<file path="config.mk">
export PLATFORM = sky130hd
export DESIGN_NAME = fifo_process_scheduler_top
export DESIGN_NICKNAME = d
export VERILOG_FILES = /design/src/hw/rtl/fps_pkg.sv /design/src/hw/rtl/fps_ready_fifo.sv /design/src/hw/rtl/fps_blocked_list.sv /design/src/hw/rtl/fifo_process_scheduler_top.sv
export SDC_FILE = /design/constraint.sdc
export NUM_CORES = 1
export LEC_CHECK = 0
export BUFFER_PORTS_ARGS = -buffer_cell sky130_fd_sc_hd__buf_4
export CORE_MARGIN = 2
export CORE_UTILIZATION = 33
export CTS_CLUSTER_DIAMETER = 200
export DETAILED_ROUTE_END_ITERATION = 12
export GPL_ROUTABILITY_DRIVEN = 1
export PLACE_DENSITY = 0.48
export SYNTH_ARGS = -nofsm -noshare
export SYNTH_HDL_FRONTEND = slang
export SYNTH_SLANG_ARGS = --single-unit
export TNS_END_PERCENT = 5
</file>
<file path="constraint.sdc">
create_clock -name clk -period 4.65 [get_ports clk]
set_input_delay 0.93 -clock clk [delete_from_list [all_inputs] [get_ports clk]]
set_output_delay 0.93 -clock clk [all_outputs]
set_load 0.01 [all_outputs]
</file>
<file path="src/hw/rtl/fps_pkg.sv">
`timescale 1ns / 1ps
// ----------------------------------------------------------------------------
// fps_pkg
// Operation and status codes plus the control groups that pass between the
// scheduler sequencer and its queue blocks.
// ----------------------------------------------------------------------------
package fps_pkg;

  localparam int OP_W     = 3;
  localparam int STATUS_W = 3;

  localparam logic [OP_W-1:0] OP_CREATE    = 3'd0;
  localparam logic [OP_W-1:0] OP_TERMINATE = 3'd1;
  localparam logic [OP_W-1:0] OP_BLOCK     = 3'd2;
  localparam logic [OP_W-1:0] OP_WAKE      = 3'd3;
  localparam logic [OP_W-1:0] OP_QUERY     = 3'd4;

  localparam logic [STATUS_W-1:0] ST_OK          = 3'd0;
  localparam logic [STATUS_W-1:0] ST_NOT_BLOCKED = 3'd1;
  localparam logic [STATUS_W-1:0] ST_FULL        = 3'd2;
  localparam logic [STATUS_W-1:0] ST_IDS_OUT     = 3'd3;
  localparam logic [STATUS_W-1:0] ST_IDLE_BLOCK  = 3'd4;

  // Ready queue requests.
  typedef struct packed {
    logic push;
    logic pop;
  } rdy_cmd_t;

  // Blocked list requests.
  typedef struct packed {
    logic push;
    logic search;
    logic remove;
  } blk_cmd_t;

  // Blocked list completion report.
  typedef struct packed {
    logic done;
    logic found;
  } blk_stat_t;

endpackage

</file>
<file path="src/hw/rtl/fps_ready_fifo.sv">
`timescale 1ns / 1ps
// ----------------------------------------------------------------------------
// fps_ready_fifo
// Circular ready queue in a local memory; a pop returns the head in the next
// cycle through the registered read port.
// ----------------------------------------------------------------------------
module fps_ready_fifo #(
  parameter int DEPTH = 16,
  parameter int ID_W  = 16,
  localparam int CNT_W = $clog2(DEPTH + 1)
) (
  input  logic                  clk,
  input  logic                  rst,
  input  fps_pkg::rdy_cmd_t     cmd,
  input  logic [ID_W-1:0]       wr_id,
  output logic [ID_W-1:0]       rd_id,
  output logic [CNT_W-1:0]      count
);

  localparam int IDX_W = $clog2(DEPTH);
  localparam logic [IDX_W-1:0] LAST_IDX = IDX_W'(DEPTH - 1);

  logic [ID_W-1:0]  mem [DEPTH];
  logic [IDX_W-1:0] head;
  logic [IDX_W-1:0] tail;
  logic [CNT_W-1:0] count_r;

  always_ff @(posedge clk) begin
    if (cmd.push) begin
      mem[tail] <= wr_id;
    end
    if (cmd.pop) begin
      rd_id <= mem[head];
    end
  end

  always_ff @(posedge clk) begin
    if (rst) begin
      head    <= '0;
      tail    <= '0;
      count_r <= '0;
    end else begin
      if (cmd.push) begin
        tail <= (tail == LAST_IDX) ? '0 : tail + IDX_W'(1);
      end
      if (cmd.pop) begin
        head <= (head == LAST_IDX) ? '0 : head + IDX_W'(1);
      end
      case ({cmd.push, cmd.pop})
        2'b10:   count_r <= count_r + CNT_W'(1);
        2'b01:   count_r <= count_r - CNT_W'(1);
        default: count_r <= count_r;
      endcase
    end
  end

  assign count = count_r;

endmodule

</file>
<file path="src/hw/rtl/fps_blocked_list.sv">
`timescale 1ns / 1ps
// ----------------------------------------------------------------------------
// fps_blocked_list
// Order-keeping blocked list in a local memory. One comparator scans the
// entries a beat per cycle; removal compacts the tail down one slot at a time.
// ----------------------------------------------------------------------------
module fps_blocked_list #(
  parameter int DEPTH = 16,
  parameter int ID_W  = 16,
  localparam int CNT_W = $clog2(DEPTH + 1)
) (
  input  logic                  clk,
  input  logic                  rst,
  input  fps_pkg::blk_cmd_t     cmd,
  input  logic [ID_W-1:0]       wr_id,
  input  logic [ID_W-1:0]       key,
  output fps_pkg::blk_stat_t    stat,
  output logic [CNT_W-1:0]      count
);

  localparam int IDX_W = $clog2(DEPTH);

  localparam logic [1:0] BS_IDLE  = 2'd0;
  localparam logic [1:0] BS_SCAN  = 2'd1;
  localparam logic [1:0] BS_SHIFT = 2'd2;

  logic [1:0]       state;
  logic [ID_W-1:0]  mem [DEPTH];
  logic [ID_W-1:0]  rd_data;
  logic [CNT_W-1:0] count_r;
  logic [CNT_W-1:0] rd_idx;
  logic [CNT_W-1:0] cmp_idx;
  logic [CNT_W-1:0] hit_idx;
  logic [CNT_W-1:0] wr_dst;
  logic             cmp_vld;
  logic             wr_pend;
  logic             done;
  logic             found;

  logic             rd_en;
  logic             match;
  logic             last;
  logic             we;
  logic [IDX_W-1:0] waddr;
  logic [ID_W-1:0]  wdata;
  logic             push_go;

  assign push_go = cmd.push && (state == BS_IDLE);
  assign rd_en   = ((state == BS_SCAN) || (state == BS_SHIFT)) && (rd_idx < count_r);
  assign match   = cmp_vld && (rd_data == key);
  assign last    = cmp_vld && (cmp_idx == count_r - CNT_W'(1));
  assign we      = push_go || ((state == BS_SHIFT) && wr_pend);
  assign waddr   = push_go ? count_r[IDX_W-1:0] : wr_dst[IDX_W-1:0];
  assign wdata   = push_go ? wr_id : rd_data;

  always_ff @(posedge clk) begin
    if (we) begin
      mem[waddr] <= wdata;
    end
    if (rd_en) begin
      rd_data <= mem[rd_idx[IDX_W-1:0]];
    end
  end

  always_ff @(posedge clk) begin
    if (rst) begin
      state   <= BS_IDLE;
      count_r <= '0;
      done    <= 1'b0;
      found   <= 1'b0;
      cmp_vld <= 1'b0;
      wr_pend <= 1'b0;
    end else begin
      done <= 1'b0;
      unique case (state)
        BS_IDLE: begin
          if (cmd.push) begin
            count_r <= count_r + CNT_W'(1);
          end else if (cmd.search) begin
            rd_idx  <= '0;
            cmp_vld <= 1'b0;
            if (count_r == '0) begin
              done  <= 1'b1;
              found <= 1'b0;
            end else begin
              state <= BS_SCAN;
            end
          end else if (cmd.remove) begin
            rd_idx  <= hit_idx + CNT_W'(1);
            wr_pend <= 1'b0;
            state   <= BS_SHIFT;
          end
        end
        BS_SCAN: begin
          // Oldest match wins: stop at the first hit.
          if (match) begin
            done    <= 1'b1;
            found   <= 1'b1;
            hit_idx <= cmp_idx;
            state   <= BS_IDLE;
          end else if (last) begin
            done  <= 1'b1;
            found <= 1'b0;
            state <= BS_IDLE;
          end else begin
            rd_idx  <= rd_idx + CNT_W'(1);
            cmp_idx <= rd_idx;
            cmp_vld <= 1'b1;
          end
        end
        BS_SHIFT: begin
          // Entry read this cycle lands one slot lower on the next.
          wr_pend <= rd_en;
          wr_dst  <= rd_idx - CNT_W'(1);
          if (rd_en) begin
            rd_idx <= rd_idx + CNT_W'(1);
          end else if (!wr_pend) begin
            done    <= 1'b1;
            count_r <= count_r - CNT_W'(1);
            state   <= BS_IDLE;
          end
        end
        default: begin
          state <= BS_IDLE;
        end
      endcase
    end
  end

  assign stat.done  = done;
  assign stat.found = found;
  assign count      = count_r;

endmodule

</file>
<file path="src/hw/rtl/fifo_process_scheduler_top.sv">
`timescale 1ns / 1ps
// ----------------------------------------------------------------------------
// fifo_process_scheduler_top
// Process scheduler: one running process, a FIFO ready queue and an
// order-keeping blocked list, driven one operation at a time.
// ----------------------------------------------------------------------------
// Usage:
//   Input channel (in_valid/in_ready) carries one operation beat: operation
//   and pid. Output channel (out_valid/out_ready) returns one result beat per
//   operation: status, new_pid, pid_is_running and the scheduler state after
//   the step (is_busy, running_pid, ready_level, blocked_level).
//   Sequence: create, query, unknown codes, refusals and steps that leave the
//   block idle pass through S_EXEC and S_DONE to out_valid; terminate and
//   block that dispatch from the ready queue add S_POP for the queue memory
//   read. Wakeup scans the n blocked entries one a cycle in S_SEARCH; a
//   miss, or a hit refused for a full ready queue, then goes to S_DONE, and
//   a hit first waits in S_REMOVE while compaction moves each later entry
//   down one slot. The single list memory port sets the worst case.
//   Handshake: in_ready is high only while the sequencer is idle, so the
//   next beat is accepted at the earliest while out_valid is first high.
//   Stall: a held result stays in the output register; a following result
//   waits in its final state until the register frees.
//   Reset clears the sequencer, counters and out_valid; the queue
//   memories are not cleared, since fill counts guard every read.
// ----------------------------------------------------------------------------
module fifo_process_scheduler_top #(
  parameter int QUEUE_DEPTH = 16,
  parameter int PID_WIDTH   = 16,
  localparam int CNT_W = $clog2(QUEUE_DEPTH + 1)
) (
  input  logic                          clk,
  input  logic                          rst,
  input  logic                          in_valid,
  output logic                          in_ready,
  input  logic [fps_pkg::OP_W-1:0]      operation,
  input  logic [PID_WIDTH-1:0]          pid,
  output logic                          out_valid,
  input  logic                          out_ready,
  output logic [fps_pkg::STATUS_W-1:0]  status,
  output logic [PID_WIDTH-1:0]          new_pid,
  output logic                          pid_is_running,
  output logic                          is_busy,
  output logic [PID_WIDTH-1:0]          running_pid,
  output logic [CNT_W-1:0]              ready_level,
  output logic [CNT_W-1:0]              blocked_level
);

  localparam logic [2:0] S_IDLE   = 3'd0;
  localparam logic [2:0] S_EXEC   = 3'd1;
  localparam logic [2:0] S_POP    = 3'd2;
  localparam logic [2:0] S_SEARCH = 3'd3;
  localparam logic [2:0] S_REMOVE = 3'd4;
  localparam logic [2:0] S_DONE   = 3'd5;

  localparam logic [CNT_W-1:0] FULL_LEVEL = CNT_W'(QUEUE_DEPTH);

  // Sequencer and scheduler state.
  logic [2:0]                    state, state_next;
  logic [fps_pkg::OP_W-1:0]      op;
  logic [PID_WIDTH-1:0]          op_pid;
  logic [PID_WIDTH-1:0]          id_counter, id_counter_next;
  logic                          busy, busy_next;
  logic [PID_WIDTH-1:0]          running, running_next;
  logic [fps_pkg::STATUS_W-1:0]  result_status, result_status_next;
  logic [PID_WIDTH-1:0]          result_pid, result_pid_next;
  logic                          answer, answer_next;
  logic                          load_out;

  // Queue interfaces.
  fps_pkg::rdy_cmd_t             rdy_cmd;
  logic [PID_WIDTH-1:0]          rdy_wr_id;
  logic [PID_WIDTH-1:0]          rdy_rd_id;
  logic [CNT_W-1:0]              rdy_count;
  fps_pkg::blk_cmd_t             blk_cmd;
  fps_pkg::blk_stat_t            blk_stat;
  logic [CNT_W-1:0]              blk_count;

  logic                          accept;
  logic                          ready_full;
  logic                          blocked_full;
  logic                          ids_out;
  logic [PID_WIDTH-1:0]          id_plus;

  assign in_ready     = (state == S_IDLE);
  assign accept       = in_valid && in_ready;
  assign ready_full   = (rdy_count == FULL_LEVEL);
  assign blocked_full = (blk_count == FULL_LEVEL);
  assign ids_out      = &id_counter;
  assign id_plus      = id_counter + PID_WIDTH'(1);

  fps_ready_fifo #(
    .DEPTH (QUEUE_DEPTH),
    .ID_W  (PID_WIDTH)
  ) u_ready (
    .clk   (clk),
    .rst   (rst),
    .cmd   (rdy_cmd),
    .wr_id (rdy_wr_id),
    .rd_id (rdy_rd_id),
    .count (rdy_count)
  );

  fps_blocked_list #(
    .DEPTH (QUEUE_DEPTH),
    .ID_W  (PID_WIDTH)
  ) u_blocked (
    .clk   (clk),
    .rst   (rst),
    .cmd   (blk_cmd),
    .wr_id (running),
    .key   (op_pid),
    .stat  (blk_stat),
    .count (blk_count)
  );

  always_comb begin
    state_next         = state;
    id_counter_next    = id_counter;
    busy_next          = busy;
    running_next       = running;
    result_status_next = result_status;
    result_pid_next    = result_pid;
    answer_next        = answer;
    load_out           = 1'b0;
    rdy_cmd            = '0;
    rdy_wr_id          = running;
    blk_cmd            = '0;

    unique case (state)
      S_IDLE: begin
        if (in_valid) begin
          result_status_next = fps_pkg::ST_OK;
          result_pid_next    = '0;
          answer_next        = 1'b0;
          state_next         = S_EXEC;
        end
      end
      S_EXEC: begin
        state_next = S_DONE;
        unique case (op)
          fps_pkg::OP_CREATE: begin
            if (ids_out) begin
              result_status_next = fps_pkg::ST_IDS_OUT;
            end else if (busy && ready_full) begin
              result_status_next = fps_pkg::ST_FULL;
            end else begin
              id_counter_next = id_plus;
              result_pid_next = id_plus;
              if (busy) begin
                rdy_cmd.push = 1'b1;
                rdy_wr_id    = id_plus;
              end else begin
                running_next = id_plus;
                busy_next    = 1'b1;
              end
            end
          end
          fps_pkg::OP_TERMINATE, fps_pkg::OP_BLOCK: begin
            if (op == fps_pkg::OP_BLOCK && !busy) begin
              result_status_next = fps_pkg::ST_IDLE_BLOCK;
            end else if (op == fps_pkg::OP_BLOCK && blocked_full) begin
              result_status_next = fps_pkg::ST_FULL;
            end else if (busy) begin
              blk_cmd.push = (op == fps_pkg::OP_BLOCK);
              // Dispatch the ready head, or drop to idle.
              if (rdy_count != '0) begin
                rdy_cmd.pop = 1'b1;
                state_next  = S_POP;
              end else begin
                busy_next    = 1'b0;
                running_next = '0;
              end
            end
          end
          fps_pkg::OP_WAKE: begin
            blk_cmd.search = 1'b1;
            state_next     = S_SEARCH;
          end
          fps_pkg::OP_QUERY: begin
            answer_next = busy && (running == op_pid);
          end
          default: begin
            state_next = S_DONE;
          end
        endcase
      end
      S_POP: begin
        running_next = rdy_rd_id;
        busy_next    = 1'b1;
        state_next   = S_DONE;
      end
      S_SEARCH: begin
        if (blk_stat.done) begin
          if (!blk_stat.found) begin
            result_status_next = fps_pkg::ST_NOT_BLOCKED;
            state_next         = S_DONE;
          end else if (busy && ready_full) begin
            result_status_next = fps_pkg::ST_FULL;
            state_next         = S_DONE;
          end else begin
            // Preempt: current process to the ready tail, woken one runs.
            blk_cmd.remove = 1'b1;
            rdy_cmd.push   = busy;
            running_next   = op_pid;
            busy_next      = 1'b1;
            state_next     = S_REMOVE;
          end
        end
      end
      S_REMOVE: begin
        if (blk_stat.done) begin
          state_next = S_DONE;
        end
      end
      S_DONE: begin
        // Hold here while the output register is still occupied.
        if (!out_valid || out_ready) begin
          load_out   = 1'b1;
          state_next = S_IDLE;
        end
      end
      default: begin
        state_next = S_IDLE;
      end
    endcase
  end

  always_ff @(posedge clk) begin
    if (rst) begin
      state      <= S_IDLE;
      id_counter <= '0;
      busy       <= 1'b0;
      running    <= '0;
    end else begin
      state      <= state_next;
      id_counter <= id_counter_next;
      busy       <= busy_next;
      running    <= running_next;
    end
  end

  always_ff @(posedge clk) begin
    if (accept) begin
      op     <= operation;
      op_pid <= pid;
    end
    result_status <= result_status_next;
    result_pid    <= result_pid_next;
    answer        <= answer_next;
  end

  // Output register: parts the sequencer from the receiver.
  always_ff @(posedge clk) begin
    if (rst) begin
      out_valid <= 1'b0;
    end else if (load_out) begin
      out_valid <= 1'b1;
    end else if (out_ready) begin
      out_valid <= 1'b0;
    end
  end

  always_ff @(posedge clk) begin
    if (load_out) begin
      status         <= result_status;
      new_pid        <= result_pid;
      pid_is_running <= answer;
      is_busy        <= busy;
      running_pid    <= busy ? running : '0;
      ready_level    <= rdy_count;
      blocked_level  <= blk_count;
    end
  end

endmodule

</file>
==> impl_metrics.json <==
{
  "initial_utilization_pct": 33.3,
  "antenna_found_initial": 5,
  "vias_per_cell": 5.14,
  "setup_viol": 0,
  "io_buffer_count": 71,
  "slew_violations": 0,
  "fin_hold_ws_ps": 405,
  "tightest_slew_ps": 1100,
  "tns_ps": 0,
  "endpoint_kind": "register",
  "gp_congestion": 0.837,
  "max-vdd-ir-drop_mv": 0.214,
  "outcome": "complete, no violations",
  "pwr_density_cell_mw_per_mm2": 443,
  "synth-seq-cells": 710,
  "finalClockSkew_ps": 25.1,
  "ctsResizeCount": 0,
  "placed_cells": 2851,
  "routed-via-count": 15400,
  "swShare_pct": 24.1,
  "wire_per_inst_um": 24.6,
  "drt-initial-drc-count": 1367,
  "crit_required_ps": 5190,
  "netlist_area_mm2": 0.0288,
  "post-route-period-util_pct": 84.2,
  "pwr-share-comb_pct": 9.7,
  "ys_types": 75,
  "area_growth_pct": 16.3,
  "antenna_left": 0,
  "coreArea_mm2": 0.0866,
  "ctsLongestPathBuffers": 3,
  "n_antenna_cell": 0,
  "first_global_vias": 15400,
  "final_layout_size_suffix_gt1_share_pct": 25.2,
  "syn_area_per_cell_um2": 17.6,
  "async_flop_share_pct": 0,
  "maxSlewHeadroom_pct": 26.8,
  "utilization_pct": 38.7,
  "design_area_mm2": 0.0335,
  "postCtsHoldBufs": 0,
  "synth.area.top_cells": "edfxtp_1, mux4_2, dfxtp_1",
  "root_buffer": "clkbuf_16",
  "place_hpwl_um": 46200,
  "grt_start_max_net_pins": 71,
  "ys_warn_count": 0,
  "die_area_mm2": 0.0897,
  "nets": 1820,
  "hold_viol_final": 0,
  "p_sw_mw": 3.58,
  "drc_errors": 0,
  "p_int_mw": 11.3,
  "hp-class": "reg2reg",
  "placed_area_mm2": 0.0311,
  "yosys.area.top_type": "edfxtp_1",
  "clock.fmax_mhz": 255,
  "n_fill_cell": 7890,
  "dr.pass1.iters": 6,
  "synth_edf_count": 649,
  "clock_power_share_pct": 39.7,
  "post_cts_buffers": 0,
  "synth_fp_nets": 1687,
  "p_leak_nw": 10.8,
  "numCtsBuffers": 76,
  "rsz0062_at_grt": "no",
  "grt_pass1_wl_um": 107000,
  "yosysSeqAreaShare_pct": 71.9,
  "worstSkewPairLatency_ps": 630,
  "path_clk_slew_ps": 60,
  "cts_tree": "done",
  "rows": 108,
  "cts_max_level": 3,
  "overflow": 0,
  "crit_path_start_kind": "register",
  "stdcell_count": 2988,
  "cts_num_sinks": 710,
  "postSynthCellCount": 1641,
  "die_w_um": 299,
  "synth_top_area_share_pct": 67.6,
  "post-synth-top-count-cell": "edfxtp_1",
  "die_h_um": 299,
  "finalWirelength_um": 73400,
  "fin_crit_ps": 3920,
  "maxCapViolCount": 0,
  "pwr-share-seq_pct": 50.6,
  "gr-usage-all-layers_pct": 16.4,
  "path_class": "reg2reg",
  "ios": 72,
  "synthFlopType": "edfxtp_1",
  "cp_max_fo": 24,
  "critical_path_arrival_ps": 4460,
  "synth_commonest_cells": "edfxtp_1, mux4_2, nor2_1"
}
==> placed cells by master, fill, tap and decap left out, types with 5 or more instances in the layout <==
cell type  netlist  layout
a21oi_1         61      61
a22oi_1         16      16
a31oi_1         10       9
and2_1          19      19
and3_1           6       6
buf_4            6     140
bufinv_16        0       5
clkbuf_1        58      16
clkbuf_16        0      77
clkinv_1         0      11
clkinv_2         0      17
dfxtp_1         61      59
edfxtp_1       649     649
ha_1            23      23
inv_1           33      33
mux2i_1         17      17
mux4_2         160     160
nand2_1         84      84
nand2b_1         7       7
nand3_1         26      26
nand3b_1         5       5
nand4_1         12      12
nor2_1         119      90
nor2_2           1      29
nor2b_1          5       5
nor3_1          27      23
nor4_1           6       6
o21a_1           5       5
o21ai_0         37      37
o31ai_1          7       7
or3_1            8       8
or4_1            6       6
xnor2_1         45      45
xor2_1          36      36
==> power groups by stage <==
stage          Sequential [mW]  Clock, mW  Combinational [mW]
6_report                  7.52       5.89                1.44
5_1_grt                   7.54       6.29                1.58
4_1_cts                   7.52       6.04                1.47
3_5_place_dp              7.65          0                1.47
3_3_place_gp              7.65          0                1.46
2_1_floorplan             7.57          0               0.971
==> registers in the layout, indices dropped and copies added, names as in the netlist, 16 cells and up <==
signal	count
id_counter	16
new_pid	16
op_pid	16
result_pid	16
running	16
running_pid	16
u_blocked.mem	256
u_blocked.rd_data	16
u_ready.mem	256
u_ready.rd_id	16
==> cell type report <==
type | instances | area (um^2) | area share, %
timing repair buffer | 142 | 1090 | 3.26
sequential | 710 | 20700 | 61.8
clock inverter | 42 | 410 | 1.22
inverter | 34 | 128 | 0.381
tap | 1155 | 1450 | 4.31
clock buffer | 95 | 2010 | 6.01
multi-input combinational | 810 | 7710 | 23.0
==> stage by stage <==
| step | setup slack, ps | power [mW] |
|---|---|---|
| floorplan | 713 | 8.54 |
| global placement | 816 | 9.11 |
| detailed placement | 769 | 9.12 |
| CTS | 744 | 15.0 |
| global route | 424 | 15.4 |
| finish | 734 | 14.9 |
==> critical path, stage by stage (launching register included) <==
cell	delay (ps)
dfxtp_1	660
or3b_1	770
or2_2	500
inv_1	90
ha_1	370
xor2_1	200
ha_1	210
a21boi_0	210
o22a_1	170
a21oi_1	70
xor2_1	140
or3_1	310
a21oi_1	140
==> routing by layer <==
metal  track usage [%]  share of wire [%]
met4              4.52                2.0
met3              2.66                5.2
met1              23.9                 46
met2              25.5                 46
met5                 0              0.050
==> path summary, 6_finish.rpt <==
path         slack [ps]          endpoint     startpoint  cells past startpoint
max reg2reg         730  u_ready.count[4]       state[0]                     12
min                 410        new_pid[3]  result_pid[3]                      0
max                 730  u_ready.count[4]       state[0]                     12
min reg2reg         410        new_pid[3]  result_pid[3]                      0
==> cells by family after synthesis <==
| group | after synthesis | share of synthesized area [%] |
|---|---|---|
| XOR/XNOR | 81 | 2.46 |
| AO/OA/AOI/OAI | 179 | 3.99 |
| AND/OR/NAND/NOR | 349 | 5.83 |
| adder cells (fa/ha/maj) | 23 | 0.999 |
| multiplexers | 178 | 13.1 |
| buffers and inverters | 121 | 1.71 |
| flip-flops | 710 | 71.9 |
Power figures use the tool's default switching activity.
